`config.mk`:
```
export PLATFORM = sky130hd
export DESIGN_NAME = lzd_ctrl
export DESIGN_NICKNAME = d
export VERILOG_FILES = /design/src/lzd_pkg.sv /design/src/lzd_ctrl.sv
export SDC_FILE = /design/constraint.sdc
export NUM_CORES = 1
export LEC_CHECK = 0
export BUFFER_PORTS_ARGS = -buffer_cell sky130_fd_sc_hd__clkbuf_2
export CAP_MARGIN = 20
export CORE_AREA = 2 2 39 41
export CTS_CLUSTER_SIZE = 24
export DETAILED_ROUTE_END_ITERATION = 7
export DIE_AREA = 0 0 41 43
export GPL_TIMING_DRIVEN = 1
export PLACE_DENSITY = 0.34
export SLEW_MARGIN = 20
export SYNTH_ARGS = -nofsm -noshare
export SYNTH_HDL_FRONTEND = slang
export SYNTH_SLANG_ARGS = --single-unit
```
`constraint.sdc`:
```
create_clock -name i_clk -period 1.2 [get_ports i_clk]
set_input_delay 0.06 -clock i_clk [delete_from_list [all_inputs] [get_ports i_clk]]
set_output_delay 0.06 -clock i_clk [all_outputs]
set_load 0.005 [all_outputs]
```
`src/lzd_pkg.sv`:
```
// ----------------------------------------------------------------------------
// LZ token decoder package
// Shared constants, controller states and the command and status bundles
// that join the controller to the datapath.
// ----------------------------------------------------------------------------
`default_nettype none

package lzd_pkg;

    // History window geometry.
    localparam int WIN_DEPTH = 65536;
    localparam int WIN_AW    = $clog2(WIN_DEPTH);

    // Output beat geometry.
    localparam int BEAT_BYTES = 8;
    localparam int BYTE_IDX_W = 3;
    localparam int CNT_W      = 4;

    // Token field widths.
    localparam int LIT_W  = 8;
    localparam int DIST_W = 16;
    localparam int LEN_W  = 9;
    localparam int RUN_W  = 16;

    // Shortest copy that a token can describe.
    localparam int MIN_MATCH = 3;

    // Packed port widths.
    localparam int S_DATA_W = 24;
    localparam int M_DATA_W = 112;
    localparam int M_USER_W = 2;

    // Controller states.
    typedef enum logic [1:0] {
        ST_IDLE,
        ST_EXEC,
        ST_COPY
    } t_state;

    // Commands from the controller to the datapath.
    typedef struct packed {
        logic load;
        logic start_copy;
        logic copy_step;
        logic emit_beat;
        logic emit_one;
    } t_cmd;

    // Status from the datapath to the controller.
    typedef struct packed {
        logic is_copy;
        logic beat_done;
        logic last_beat;
        logic out_free;
    } t_status;

endpackage

`default_nettype wire

```
`src/lzd_ctrl.sv`:
```
// ----------------------------------------------------------------------------
// LZ token decoder controller
// Sequences one token at a time: accept, classify, then either a single
// result beat or a copy that runs beat by beat through the datapath.
// ----------------------------------------------------------------------------
`default_nettype none

module lzd_ctrl (
    input  wire logic             i_clk,
    input  wire logic             i_rst_n,
    input  wire logic             i_s_tvalid,
    output logic                  o_s_tready,
    input  wire lzd_pkg::t_status i_status,
    output lzd_pkg::t_cmd         o_cmd
);

    lzd_pkg::t_state r_state;
    lzd_pkg::t_state n_state;

    // State register.
    always_ff @(posedge i_clk) begin
        if (!i_rst_n) begin
            r_state <= lzd_pkg::ST_IDLE;
        end else begin
            r_state <= n_state;
        end
    end

    // Next state and commands.
    always_comb begin
        n_state    = r_state;
        o_cmd      = '0;
        o_s_tready = 1'b0;
        unique case (r_state)
            lzd_pkg::ST_IDLE: begin
                o_s_tready = 1'b1;
                if (i_s_tvalid) begin
                    o_cmd.load = 1'b1;
                    n_state    = lzd_pkg::ST_EXEC;
                end
            end
            lzd_pkg::ST_EXEC: begin
                if (i_status.is_copy) begin
                    o_cmd.start_copy = 1'b1;
                    n_state          = lzd_pkg::ST_COPY;
                end else if (i_status.out_free) begin
                    o_cmd.emit_one = 1'b1;
                    n_state        = lzd_pkg::ST_IDLE;
                end
            end
            lzd_pkg::ST_COPY: begin
                o_cmd.copy_step = 1'b1;
                if (i_status.beat_done && i_status.out_free) begin
                    o_cmd.emit_beat = 1'b1;
                    if (i_status.last_beat) begin
                        n_state = lzd_pkg::ST_IDLE;
                    end
                end
            end
            default: begin
                n_state = lzd_pkg::ST_IDLE;
            end
        endcase
    end

endmodule

`default_nettype wire

```
==> out/metrics.cfg, run 1 <==
[floorplanning]
die_w_um=41
initial_core_util=0.0949
io_pins=13
die_area_sq_um=1760
core_sq_um=1380
rows=14
die_y_um=43

[critical_path]
timing_worst_setup_path_type=flop to output pin
required_ns=1.14
r2r_slack_ns=0.27
worstPathArrival_ns=1.05
cp-startpoint=r_state[0]
cp_max_fo=7
critical_path.endpoint_type=output pin
worstReg2RegStart=r_state[1]
startpoint_type=flop

[final_layout]
drive_above_1_share=0.533
final_cell_mix=clkbuf_2 (12), clkbuf_4 (3), and3b_1 (2), nand2b_1 (2)
regMostFlops=r_state
largest_reg_flops=2
top_regs=r_state (2)
final_cell_area_sq_um=235
num-nets-final=39
fillCellCount=164
antenna_cells=0
syn_to_final_growth_pct=79.0
final_cells=46
layout_commonest_cell=clkbuf_2
utilization=0.170

[power]
p_switching_mw=0.0567
swShare=0.214
vdd_ir_drop_max_mv=0.169
p_int_mw=0.209
pwr-share-comb=0.169
seqPwrFrac=0.292
p_total_mw=0.265
power_density_nw_per_um2=1130
pwr-share-clk=0.538
p_leak_nw=0.128

[timing]
max_slew_margin=0.828
max_freq_mhz=904
fin_crit_sh=0.922
worst_pin_slew_ns=0.255
setup_slack_ns=0.0934
final_hold_viol_count=0
final-setup-viol-count=0
drv_slew=0
fin_skew_ns=0.00287
min_period_ns=1.11
setup_tns_ns=0
rsz0062_at_grt=no
whs_ns=0.0841

[placed_design]
place.gp.congestion=0.663
io_buffers=12
placed_cells=43
placed_area_sq_um=211
dpl_worst_slack_ns=0.249

[yosys]
synth_seq_area_share=0.305
synthCells=15
ys_ff_latch=2
synth_area_per_cell_sq_um=8.76
yosysWarnings=0
synthDistinctLibCells=12
synth_area_sq_um=131
syn_nets=22

[global_route]
use_met3=0.0209
grt_pass1_wl_um=752
busiest_layer=met2
grt_usage=0.0671
met2_usage=0.0938
overflow=0
antenna_found_initial=0
grt_max_degree=8
gr-usage-met1=0.0669
grt_pass1_vias=207

[clocking]
clockRootBuffer=clkbuf_4
numCtsBuffers=3
cts.htree.levels=1
clk_pin_slew_worst_paths_ns=0.03
cts.path.max_buffers=2
clock_sinks=2
clkLatencyLatePin_ns=0.22
cts_tree=yes

[detailed_routing]
dr_total_vias=170
ant_nets=0
drt_iter0_markers=0
drc=0
dr.pass1.iters=1
wl_per_cell_um=9.04
wl_um=416
vias_per_cell=3.70

[hold_path]
worst_hold_startpoint=i_rst_n
holdCritPathClass=primary input to flop

[job]
cap_violations=0

[status]
outcome=finished, final reports clean

==> critical path: stages, from the launching register on <==
cell and delay [ns]:
dfxtp_2 0.35, and2b_1 0.20, and3_1 0.17, clkbuf_2 0.10
==> power groups by stage <==
stage | clock [mW] | sequential (mW) | combinational, mW
after floorplan | 0 | 0.0759 | 0.0204
after global placement | 0 | 0.0775 | 0.0453
after detailed placement | 0 | 0.0783 | 0.0458
after CTS | 0.151 | 0.0775 | 0.0459
after global routing | 0.157 | 0.0792 | 0.0519
final | 0.143 | 0.0776 | 0.0449
==> cells in the mapped netlist, drive strengths merged <==
library cell  count  area [sq um]
a21oi             1          5.00
a22o              1          8.76
and2              1          6.26
and2b             1          7.51
and3              1          6.26
and3b             2          17.5
dfxtp             2          40.0
nand2b            2          12.5
nand3             1          5.00
nor2              1          3.75
nor4bb            1          10.0
or3b              1          8.76
==> per-layer routing <==
metal  wire, um  vias up
met3         68        0
met5          0        -
met2        174       11
met1        174       74
li1           -       85
met4          0        0
==> logic make-up (layout without fill, tap and decap cells) <==
group / Yosys count / after routing / synth area share
and+or+nand+nor: 11 / 11 / 0.591
AOI/OAI and AO/OA: 2 / 2 / 0.105
DFF: 2 / 2 / 0.305
buffers and inverters: 0 / 15 / 0
==> worst paths after layout <==
kind                end  cells past startpoint
max            o_cmd[1]                      3
min          r_state[0]                      3
max reg2reg  r_state[1]                      2
min reg2reg  r_state[0]                      2
==> layout make-up <==
| cell class | instances | area, sq um | share of cell area |
|---|---|---|---|
| Multi-Input combinational cell | 13 | 91.3 | 0.388 |
| Timing Repair Buffer | 12 | 60.1 | 0.255 |
| Sequential cell | 2 | 41.3 | 0.176 |
| Clock buffer | 3 | 22.5 | 0.0957 |
| Tap cell | 16 | 20.0 | 0.0851 |
==> what timing repair did <==
action | CTS | global route
setup buffers | 0 | 0
gates resized for setup | 0 | 1
setup endpoints to repair | 0 | 1
hold buffers | 0 | 0
(Power assumes the default switching activity.)
==> run 2, diff against run 1 <==
--- a/config.mk
+++ b/config.mk
@@ -12,7 +12,7 @@
 export DETAILED_ROUTE_END_ITERATION = 7
 export DIE_AREA = 0 0 41 43
 export GPL_TIMING_DRIVEN = 1
-export PLACE_DENSITY = 0.34
+export PLACE_DENSITY = 0.33
 export SLEW_MARGIN = 20
 export SYNTH_ARGS = -nofsm -noshare
 export SYNTH_HDL_FRONTEND = slang
==> run 2 against run 1 <==
Sequential cell count stayed put. Total power is 2.5% higher. Maximum frequency is 0.52% higher. Combinational power hardly changed. Non-clock buffer count stayed put. Global-route usage is 0.70 points lower. Clock skew is 0.00067 ns lower. Largest power group unchanged.
==> out/metrics.cfg, run 2 (synthesis results as in run 1) <==
[final_layout]
top_regs=r_state (2)  ; unchanged
num-nets-final=39  ; unchanged
final_cell_mix=clkbuf_2 (12), clkbuf_4 (3), and3b_1 (2), nand2b_1 (2)  ; unchanged
layout_commonest_cell=clkbuf_2  ; unchanged
fillCellCount=156  ; was 164
largest_reg_flops=2  ; unchanged
antenna_cells=0  ; unchanged
final_cells=46  ; unchanged
regMostFlops=r_state  ; unchanged
drive_above_1_share=0.533  ; unchanged
syn_to_final_growth_pct=79.0  ; unchanged

[hold_path]
hold_depth=3  ; unchanged
hold_end=r_state[0]  ; unchanged
worst_hold_startpoint=i_s_tvalid  ; was i_rst_n
holdCritPathClass=primary input to flop  ; unchanged

[power]
p_total_mw=0.272  ; was 0.265 mW
p_leak_nw=0.128  ; unchanged
vdd_ir_drop_max_mv=0.304  ; was 0.169 mV
power_density_nw_per_um2=1160  ; was 1130 nW/um^2

[critical_path]
rr_worst_depth=2  ; unchanged
cp_max_fo=7  ; unchanged
cp_slowest_cell=dfxtp_2  ; unchanged
cpPeakStageDelay_ns=0.35  ; about the same
required_ns=1.14  ; about the same
worstPathArrival_ns=1.04  ; was 1.05 ns
cp-startpoint=r_state[0]  ; unchanged
startpoint_type=flop  ; unchanged
worstReg2RegStart=r_state[0]  ; was r_state[1]
crit_chain=and2b_1 > and3_1 > clkbuf_2  ; unchanged
r2r_slack_ns=0.27  ; about the same
timing.rr.end=r_state[0]  ; was r_state[1]
timing_worst_setup_path_type=flop to output pin  ; unchanged
critical_path.endpoint_type=output pin  ; unchanged

[clocking]
clockRootBuffer=clkbuf_4  ; unchanged
postCtsSetupBuffers=0  ; unchanged
numCtsBuffers=3  ; unchanged
cts.htree.levels=1  ; unchanged
clock_sinks=2  ; unchanged
clkLatencyLatePin_ns=0.22  ; about the same
cts.path.max_buffers=2  ; unchanged
cts_tree=yes  ; unchanged
clk_pin_slew_worst_paths_ns=0.03  ; about the same

[floorplanning]
core_sq_um=1380  ; unchanged
io_pins=13  ; unchanged
die_w_um=41  ; unchanged
die_y_um=43  ; unchanged
initial_core_util=0.0949  ; unchanged
die_area_sq_um=1760  ; unchanged
rows=14  ; unchanged

[timing]
final_hold_viol_count=0  ; unchanged
drv_slew=0  ; unchanged
fin_crit_sh=0.917  ; was 0.922
min_period_ns=1.10  ; was 1.11 ns
max_freq_mhz=908  ; was 904 MHz
fin_skew_ns=0.00220  ; was 0.00287 ns
whs_ns=0.0839  ; was 0.0841 ns
final-setup-viol-count=0  ; unchanged
worst_pin_slew_ns=0.249  ; was 0.255 ns
rsz0062_at_grt=no  ; unchanged
setup_tns_ns=0  ; unchanged
max_slew_margin=0.832  ; was 0.828

[placed_design]
place.gp.congestion=0.663  ; about the same
io_buffers=12  ; unchanged
placed_cells=43  ; unchanged

[status]
outcome=finished, final reports clean  ; unchanged

[global_route]
grt_usage=0.0601  ; was 0.0671
antenna_found_initial=0  ; unchanged
grt_max_degree=8  ; unchanged
grt_pass1_vias=160  ; was 207
overflow=0  ; unchanged
grt_pass1_wl_um=641  ; was 752 um

[detailed_routing]
wl_um=397  ; was 416 um
wl_per_cell_um=8.63  ; was 9.04 um
dr_total_vias=164  ; was 170
ant_nets=0  ; unchanged
drc=0  ; unchanged
vias_per_cell=3.57  ; was 3.70
dr.pass1.iters=2  ; was 1
drt_iter0_markers=1  ; was 0

[job]
cap_violations=0  ; unchanged

-- run 2: cell counts in the layout (fill, tap and decap cells not counted) --
No cell type changed its count.
-- run 2: stage by stage --
stage	setup WS [ns]	util	cell area, sq um
floorplan	0.317	-	131
global placement	0.238	0.153	211
detailed placement	0.244	0.153	211
CTS	0.0294	0.169	234
global route	0.0330	0.170	235
finish	0.0991	0.170	235
-- run 2: report_power, final --
part	switching (mW)	internal, mW
combinational	0.0181	0.0267
clock	0.0390	0.110
sequential	0.00545	0.0720
total	0.0626	0.209
-- run 2: layout make-up --
cell class,count,area (sq um),area share
Multi-Input combinational cell,13,91.3,0.388
Tap cell,16,20.0,0.0851
Timing Repair Buffer,12,60.1,0.255
Sequential cell,2,41.3,0.176
Clock buffer,3,22.5,0.0957
-- run 2: worst max-delay path by stage --
stage                     depth (start not counted)          to  slack (ns)
after floorplan                                   2  r_state[0]        0.32
after global placement                            2  r_state[0]        0.24
after detailed placement                          2  r_state[0]        0.24
after CTS                                         3    o_cmd[1]        0.03
after global routing                              3    o_cmd[1]        0.03
final                                             3    o_cmd[1]         0.1
-- run 2: routing by layer --
metal / up-vias / part of all wire / GRT usage
li1: 86 / - / -
met1: 66 / 0.45 / 0.0637
met2: 12 / 0.39 / 0.0688
met3: 0 / 0.16 / 0.0314
met4: 0 / 0 / 0.0800
met5: - / 0 / 0
-- run 2: repair_timing --
action	4_1_cts	5_1_grt
resized for setup	0	1
hold buffers	0	0
endpoints found under the setup margin	0	1
-- run 2: critical path, delay by kind of cell, from the launching register on --
family        cells  cell delay [ns]
buf+inv           1             0.10
flops             1             0.35
simple gates      2             0.36
==> run 3, diff against run 2 <==
--- a/config.mk
+++ b/config.mk
@@ -12,6 +12,7 @@
 export DETAILED_ROUTE_END_ITERATION = 7
 export DIE_AREA = 0 0 41 43
 export GPL_TIMING_DRIVEN = 1
+export HOLD_SLACK_MARGIN = 0.15
 export PLACE_DENSITY = 0.33
 export SLEW_MARGIN = 20
 export SYNTH_ARGS = -nofsm -noshare
==> run 3 against run 2 <==
Utilization is 4.3 points higher. Clock-buffer cell count stayed put. Critical path depth down 1. Register-to-register slack about the same. Clock skew hardly changed. First-iteration DRC count down 100%. Wire length increased by 19%. Total power grew 5.7%. Non-clock buffer count rose by 6. Die area unchanged. Via count up 16%. Critical endpoint is now o_cmd[0]. Largest cell class is now buffers.
==> out/metrics.cfg, run 3 (synthesis results as in run 1) <==
[clocking]
clock_sinks=2  ; unchanged
cts_tree=yes  ; unchanged
cts.path.max_buffers=2  ; unchanged
clockRootBuffer=clkbuf_4  ; unchanged
postCtsSetupBuffers=0  ; unchanged
cts.htree.levels=1  ; unchanged
clkLatencyLatePin_ns=0.22  ; about the same
numCtsBuffers=3  ; unchanged
clk_pin_slew_worst_paths_ns=0.03  ; about the same

[critical_path]
cp_top_family=flip-flops  ; was simple AND/OR/NAND/NOR gates
critical_path_depth=2  ; was 3
cp_max_fo=6  ; was 7
cp_slowest_cell=dfxtp_1  ; was dfxtp_2
worstReg2RegStart=r_state[0]  ; unchanged
required_ns=1.14  ; about the same
worstPathArrival_ns=1.04  ; about the same
critical_path.endpoint_type=output pin  ; unchanged
endpoint=o_cmd[0]  ; was o_cmd[1]
startpoint_type=flop  ; unchanged
timing.rr.end=r_state[0]  ; unchanged
path_buf_inv=1  ; unchanged
timing_worst_setup_path_type=flop to output pin  ; unchanged
crit_chain=nor4bb_1 > clkbuf_2  ; was and2b_1 > and3_1 > clkbuf_2
r2r_slack_ns=0.27  ; about the same
cpPeakStageDelay_ns=0.33  ; was 0.35 ns
cp-startpoint=r_state[1]  ; was r_state[0]
rr_worst_depth=2  ; unchanged

[power]
vdd_ir_drop_max_mv=0.316  ; was 0.304 mV
p_total_mw=0.287  ; was 0.272 mW
p_leak_nw=0.153  ; was 0.128 nW
power_density_nw_per_um2=973  ; was 1160 nW/um^2

[global_route]
busiest_layer=met2  ; was met4
grt_usage=0.0701  ; was 0.0601
met2_usage=0.0969  ; was 0.0688
grt_pass1_vias=199  ; was 160
antenna_found_initial=0  ; unchanged
overflow=0  ; unchanged
grt_pass1_wl_um=765  ; was 641 um
grt_max_degree=8  ; unchanged
use_met3=0.0314  ; unchanged
gr-usage-met1=0.0669  ; was 0.0637

[placed_design]
io_buffers=12  ; unchanged
placed_cells=43  ; unchanged
place.gp.congestion=0.663  ; unchanged

[final_layout]
largest_reg_flops=2  ; unchanged
antenna_cells=0  ; unchanged
syn_to_final_growth_pct=125  ; was 79.0%
fillCellCount=153  ; was 156
layout_commonest_cell=clkbuf_2  ; unchanged
final_cell_mix=clkbuf_2 (12), dlygate4sd3_1 (6), clkbuf_4 (3)  ; was clkbuf_2 (12), clkbuf_4 (3), and3b_1 (2), nand2b_1 (2)
num-nets-final=45  ; was 39
final_cells=52  ; was 46
regMostFlops=r_state  ; unchanged
top_regs=r_state (2)  ; unchanged
drive_above_1_share=0.444  ; was 0.533

[floorplanning]
io_pins=13  ; unchanged
die_w_um=41  ; unchanged
die_y_um=43  ; unchanged
core_sq_um=1380  ; unchanged
rows=14  ; unchanged
initial_core_util=0.0949  ; unchanged
die_area_sq_um=1760  ; unchanged

[hold_path]
holdCritPathClass=primary input to flop  ; unchanged
worst_hold_startpoint=i_status[0]  ; was i_s_tvalid

[detailed_routing]
dr.pass1.iters=1  ; was 2
drt_iter0_markers=0  ; was 1
vias_per_cell=3.67  ; was 3.57
ant_nets=0  ; unchanged
drc=0  ; unchanged
dr_total_vias=191  ; was 164
wl_um=473  ; was 397 um
wl_per_cell_um=9.10  ; was 8.63 um

[timing]
worst_pin_slew_ns=0.272  ; was 0.249 ns
max_freq_mhz=905  ; was 908 MHz
final-setup-viol-count=0  ; unchanged
rsz0062_at_grt=no  ; unchanged
drv_slew=0  ; unchanged
fin_skew_ns=0.00221  ; was 0.00220 ns
final_hold_viol_count=0  ; unchanged
setup_tns_ns=0  ; unchanged
min_period_ns=1.10  ; about the same
max_slew_margin=0.816  ; was 0.832
fin_crit_sh=0.921  ; was 0.917

[status]
outcome=finished, final reports clean  ; unchanged

[job]
cap_violations=0  ; unchanged

## run 3: report_power, final
group	internal, mW	leakage [nW]	switching, mW
clock network	0.110	0.0138	0.0390
registers	0.0720	0.0168	0.00545
logic	0.0394	0.122	0.0210
## run 3: area by class of cell
cell class              count  area, sq um  share of cell area
multi-input cells          13         91.3               0.309
well taps                  16         20.0              0.0678
flip-flops and latches      2         41.3               0.140
repair buffers             18          120               0.407
clock buffers               3         22.5              0.0763
## run 3: metrics by stage
step	utilization	hold slack [ns]	worst slack, ns	cell area (sq um)
2_1_floorplan	-	0.154	0.317	131
3_3_place_gp	0.153	0.312	0.238	211
3_5_place_dp	0.153	0.317	0.244	211
4_1_cts	0.212	0.161	0.0294	294
5_1_grt	0.213	0.217	0.0320	295
6_report	0.213	0.172	0.0950	295
## run 3: timing repair
item,4_1_cts,5_1_grt
hold endpoints to repair,2,0
endpoints found under the setup margin,0,1
hold buffers,6,0
gates resized for setup,0,1
## run 3: worst min path at each step
stage	end	slack, ns	cells past startpoint
floorplan	o_cmd[0]	0.15	1
global placement	r_state[0]	0.31	3
detailed placement	r_state[0]	0.32	3
CTS	r_state[1]	0.16	3
global route	r_state[1]	0.22	3
finish	r_state[1]	0.17	3
## run 3: routing by layer
layer,routed length (um),part of all wire
met3,56,0.12
met5,0,0
met1,193,0.41
met2,224,0.47
met4,0,0
## run 3: worst register-to-register path, cell delays in order, from the launching register on
cell and delay, ns:
dfxtp_2 0.35, or3b_1 0.36, a21oi_1 0.14
